**src/hw/rtl/isqr_pkg.sv**
```systemverilog
// shared types, constants and corner tables for the isometric sprite quad rotator
package isqr_pkg;

    localparam int ANGLE_BITS      = 12;
    localparam int COORD_FRAC_BITS = 4;

    // field widths
    localparam int LOC_W   = 17;
    localparam int LOCZ_W  = 12;
    localparam int TEX_W   = 10;
    localparam int VERT_W  = 24;
    localparam int SLOT_W  = 3;

    // isometric projection
    localparam int ISO_HALF_TILE = 22;
    localparam int ISO_TILE      = 44;
    localparam int Z_SCALE       = 4;

    // sine in q1.14
    localparam int SIN_FRAC = 14;
    localparam int SIN_W    = SIN_FRAC + 2;
    localparam int ONE_Q14  = 1 << SIN_FRAC;
    localparam logic [ANGLE_BITS-1:0] ANGLE_QUARTER = ANGLE_BITS'(1) << (ANGLE_BITS - 2);

    // quarter-wave polynomial, z in q16 of a quarter turn
    localparam int              Z_W    = 17;
    localparam logic [16:0]     POLY_A = 17'd102944;
    localparam logic [15:0]     POLY_B = 16'd42334;
    localparam logic [12:0]     POLY_C = 13'd5223;

    // output saturation
    localparam int SAT_MAX = (1 << (VERT_W - 1)) - 1;
    localparam int SAT_MIN = -(1 << (VERT_W - 1));

    // vertex slots
    localparam logic [SLOT_W-1:0] VTX_FIRST = 3'd0;
    localparam logic [SLOT_W-1:0] VTX_LAST  = 3'd5;

    // corners by sign of (dx, dy): n = minus, p = plus
    localparam logic [1:0] C_NN = 2'd0;
    localparam logic [1:0] C_PN = 2'd1;
    localparam logic [1:0] C_NP = 2'd2;
    localparam logic [1:0] C_PP = 2'd3;

    // two triangles, shared corners repeated
    localparam logic [1:0] SLOT_CORNER [6] = '{C_NN, C_PN, C_NP, C_PN, C_NP, C_PP};

    typedef struct packed {
        logic [LOC_W-1:0]         loc_x;
        logic [LOC_W-1:0]         loc_y;
        logic signed [LOCZ_W-1:0] loc_z;
        logic [TEX_W-1:0]         tex_width;
        logic [TEX_W-1:0]         tex_height;
        logic                     fixed_angle;
        logic [ANGLE_BITS-1:0]    angle;
    } t_sprite;

    typedef struct packed {
        logic [SLOT_W-1:0]        vertex_index;
        logic signed [VERT_W-1:0] vertex_x;
        logic signed [VERT_W-1:0] vertex_y;
        logic                     last_vertex;
    } t_vertex;

endpackage

```
**src/hw/rtl/isqr_sine.sv**
```systemverilog
// pipelined quarter-wave polynomial sine, q1.14 result, six register stages
module isqr_sine
    import isqr_pkg::*;
(
    input  logic                    i_clk,
    input  logic                    i_en,
    input  logic [ANGLE_BITS-1:0]   i_angle,
    output logic signed [SIN_W-1:0] o_sine
);

    localparam int QR_BITS = ANGLE_BITS - 2;
    localparam int Z_SHIFT = 16 - QR_BITS;
    localparam logic [QR_BITS:0] QUARTER = (QR_BITS + 1)'(1) << QR_BITS;

    logic [1:0]         w_quad;
    logic [QR_BITS:0]   w_rem;
    logic [Z_W-1:0]     w_z;
    logic [2*Z_W-1:0]   w_zz;
    logic [29:0]        w_m1;
    logic [32:0]        w_m2;
    logic [34:0]        w_rnd;
    logic [16:0]        w_mag;
    logic [16:0]        w_cap;

    logic [Z_W-1:0]     r_za, r_zb, r_zc, r_zd;
    logic               r_nega, r_negb, r_negc, r_negd, r_nege;
    logic [Z_W-1:0]     r_z2b, r_z2c;
    logic [15:0]        r_t1c;
    logic [16:0]        r_td;
    logic [2*Z_W-1:0]   r_pe;
    logic signed [SIN_W-1:0] r_sine;

    always_comb begin
        w_quad = i_angle[ANGLE_BITS-1 -: 2];
        w_rem  = {1'b0, i_angle[QR_BITS-1:0]};
        // odd quadrants run the quarter wave backwards
        if (w_quad[0]) begin
            w_rem = QUARTER - w_rem;
        end
        w_z   = Z_W'(w_rem) << Z_SHIFT;
        w_zz  = (2*Z_W)'(r_za) * (2*Z_W)'(r_za);
        w_m1  = 30'(r_z2b) * 30'(POLY_C);
        w_m2  = 33'(r_z2c) * 33'(r_t1c);
        w_rnd = 35'(r_pe) + (35'(1) << 17);
        w_mag = w_rnd[34:18];
        w_cap = (w_mag > 17'(ONE_Q14)) ? 17'(ONE_Q14) : w_mag;
    end

    always_ff @(posedge i_clk) begin
        if (i_en) begin
            r_za   <= w_z;
            r_nega <= w_quad[1];

            r_z2b  <= w_zz[16 +: Z_W];
            r_zb   <= r_za;
            r_negb <= r_nega;

            r_t1c  <= POLY_B - 16'(w_m1[29:16]);
            r_z2c  <= r_z2b;
            r_zc   <= r_zb;
            r_negc <= r_negb;

            r_td   <= POLY_A - 17'(w_m2[32:16]);
            r_zd   <= r_zc;
            r_negd <= r_negc;

            r_pe   <= (2*Z_W)'(r_zd) * (2*Z_W)'(r_td);
            r_nege <= r_negd;

            r_sine <= r_nege ? -SIN_W'(w_cap) : SIN_W'(w_cap);
        end
    end

    assign o_sine = r_sine;

endmodule

```
**config.mk**
```make
export PLATFORM = sky130hd
export DESIGN_NAME = isqr_sine
export DESIGN_NICKNAME = d
export VERILOG_FILES = /design/src/hw/rtl/isqr_pkg.sv /design/src/hw/rtl/isqr_sine.sv
export SDC_FILE = /design/constraint.sdc
export NUM_CORES = 2
export LEC_CHECK = 0
export BUFFER_PORTS_ARGS = -buffer_cell sky130_fd_sc_hd__clkbuf_2
export CORE_MARGIN = 1
export CORE_UTILIZATION = 30
export CTS_CLUSTER_DIAMETER = 120
export CTS_CLUSTER_SIZE = 12
export DETAILED_ROUTE_END_ITERATION = 10
export GPL_ROUTABILITY_DRIVEN = 0
export PLACE_DENSITY = 0.41
export REMOVE_ABC_BUFFERS = 1
export SYNTH_ARGS = -nofsm -noshare
export SYNTH_HDL_FRONTEND = slang
export SYNTH_SLANG_ARGS = --single-unit
```
**constraint.sdc**
```tcl
create_clock -name i_clk -period 8.2 [get_ports i_clk]
set_input_delay 1.64 -clock i_clk [delete_from_list [all_inputs] [get_ports i_clk]]
set_output_delay 1.64 -clock i_clk [all_outputs]
set_load 0.01 [all_outputs]
```
==> impl_metrics.yaml <==
status:
  run_status: "finished with violations"
  failed_checks: "design-rule violations"
setup_path:
  r2r-end: "r_td[16]$_DFFE_PP_"
  cp_num_buf_inv: 5
  crit_family: "adder cells"
  r2r_start: "r_z2c[7]$_DFFE_PP_"
  cp_max_fo: 16
  setup.worst_path.start: "r_z2c[7]$_DFFE_PP_"
  reg2reg_slack_ns: 0.54
  cpMostUsedCell: "fa_1"
  worstPathRequired_ns: 8.41
  slowest_stage: "edfxtp_1"
  worstRegToRegCells: 26
  slowest_delay_ns: 0.79
  end_kind: "register"
  crit_type: "reg2reg"
  cp_num_cells: 26
  worstPathArrival_ns: 7.87
  critPathLaunchType: "register"
die:
  initial_core_util_pct: 30.39
  core_area_um2: 88650
  die_h_um: 301.7
  fp.dieArea_um2: 91010
  rows: 109
  io_pins: 30
  die-width_um: 301.7
synth:
  synthAdderAreaFrac_pct: 50.51
  ys_types: 71
  synth_compound_gate_area_share_pct: 5.438
  synth.area.mux_share_pct: 0.1579
  ys.flop_type: "edfxtp_1"
  synth-simple-area-share_pct: 13.60
  synth_xor_area_share_pct: 4.128
  synth_area_leaders: "fa_1 (35%), edfxtp_1 (17%), ha_1 (16%)"
  async_flop_share_pct: 0
  synth_top_cell_area_share_pct: 34.62
  synth-edff-count: 149
  synth_top_family_by_area: "adder cells"
  netlist_top_cells_count: "inv_1 (594), fa_1 (466), ha_1 (342), nand2_1 (335), and2_1 (233)"
  synth_top_area_cell: "fa_1"
  synth-seq-cells: 149
  yosysMostFrequentCell: "inv_1"
  synthCells: 2730
  syn_area_per_cell_um2: 9.869
  syn_area_um2: 26940
  ys_seq_area_share_pct: 16.61
  yosysWarnings: 0
grt:
  antenna_found_initial: 0
  grt-ovfl-total: 0
  grt_pass1_wl_um: 103400
  grt.met2_usage_pct: 24.16
  grt_use_met3_pct: 1.333
  top_usage_layer: "met2"
  grt_pass1_vias: 19483
  grt_usage_pct: 14.37
  met1_usage_pct: 20.02
  grt_max_degree: 81
drt:
  first_iter_violations: 758
  drc: 2
  ant_nets: 0
  wl_per_cell_um: 15.79
  vias: 17548
  via_per_inst: 4.513
  drt_wl_total_um: 61390
  dr.pass1.iters: 8
place:
  dp_slack_ns: 0.4840
  dpl.hpwl_um: 51130
  place_area_um2: 28360
  io_buffers: 29
hold_path:
  whs_path_depth: 0
  hp-class: "reg2reg"
  min_to: "r_zd[7]$_DFFE_PP_"
  hold_path.startpoint: "r_zc[7]$_DFFE_PP_"
sta:
  fin_crit_ns: 7.656
  worstMarginPinSlew_ns: 0.9364
  setup_tns_ns: 0
  holdWs_ns: 0.4145
  fmax_mhz: 130.6
  fin_skew_ns: 0.01094
  setup_viol: 0
  maxSlewViolCount: 0
  finalHoldViolCount: 0
  rsz0062_at_grt: "false"
  setup_slack_ns: 0.5439
  slew_headroom_pct: 37.00
  finalCritPeriodShare_pct: 93.37
clocking:
  post_cts_hold_buffer_count: 0
  htreeDepth: 4
  clockBufferDepth: 2
  clk_pin_slew_ns: 0.06
  postCtsSetupRepairBufs: 0
  cts_root_buffer: "clkbuf_16"
  cts_tree: "yes"
  clk-insertion-delay-late_ns: 0.47
  cts_sinks: 149
  cts_made_buffers: 17
  cts_resized: 0
finish:
  drive_above_1_share_pct: 3.674
  design_area_um2: 28970
  fin_nets: 3532
  area.growth.synth_to_final_pct: 7.514
  fillers: 9100
job:
  drv_cap: 0
registers in the layout, indices dropped and copies added, names as in the netlist:
register and count:
r_zb 11, r_t1c 16, r_td 17, r_zd 11
r_negb 1, r_z2b 17, r_z2c 17, r_negd 1
r_negc 1, r_pe 17, o_sine 16, r_nega 1
r_zc 11, r_za 11, r_nege 1
per-layer routing:
| layer | part of all wire (%) | routed length [um] |
|---|---|---|
| met5 | 0 | 0 |
| met3 | 2.4 | 1504 |
| met4 | 1.1 | 665 |
| met2 | 47 | 29100 |
| met1 | 49 | 30120 |
area by class of cell:
type / instances / area, um2 / share of cell area, %
multi-input combinational: 1898 / 19890 / 68.67
sequential: 149 / 4474 / 15.45
inverter: 594 / 2230 / 7.697
tap: 1165 / 1458 / 5.032
clock buffer: 18 / 429.2 / 1.482
timing repair buffer: 50 / 309.0 / 1.067
clock inverter: 13 / 172.7 / 0.5961
antenna: 1 / 2.502 / 0.008639
cells in the final DEF, fill, tap and decap left out, drive strengths merged, types with 31 or more instances in the layout:
cell type	instances
nor2	58
nand2	335
fa	466
and2	233
o21ai	38
inv	598
xor2	39
ha	342
clkbuf	46
edfxtp	149
xnor2	88
nand3	31
a21oi	50
through the flow:
stage	std cells	utilization [%]
6_report	3888	32.68
5_1_grt	3887	32.67
4_1_cts	3887	32.67
3_5_place_dp	3856	32.00
3_3_place_gp	3856	32.00
2_1_floorplan	2641	-
how the worst max path moves through the flow:
stage	endpoint	slack, ns
after detailed placement	r_td[16]$_DFFE_PP_	0.48
after global routing	r_td[16]$_DFFE_PP_	0.05
after CTS	r_td[16]$_DFFE_PP_	0.48
after floorplan	r_td[16]$_DFFE_PP_	1.32
final	r_td[16]$_DFFE_PP_	0.54
after global placement	r_td[16]$_DFFE_PP_	0.54
cell families after synthesis:
group	after synthesis
buf+inv	683
flops	149
simple gates	748
xor+xnor	127
fa+ha+maj	808
compound gates	211
mux	4
Power is not shown: default switching activity piles up to over one toggle a cycle in this logic, so the estimate is an artifact.
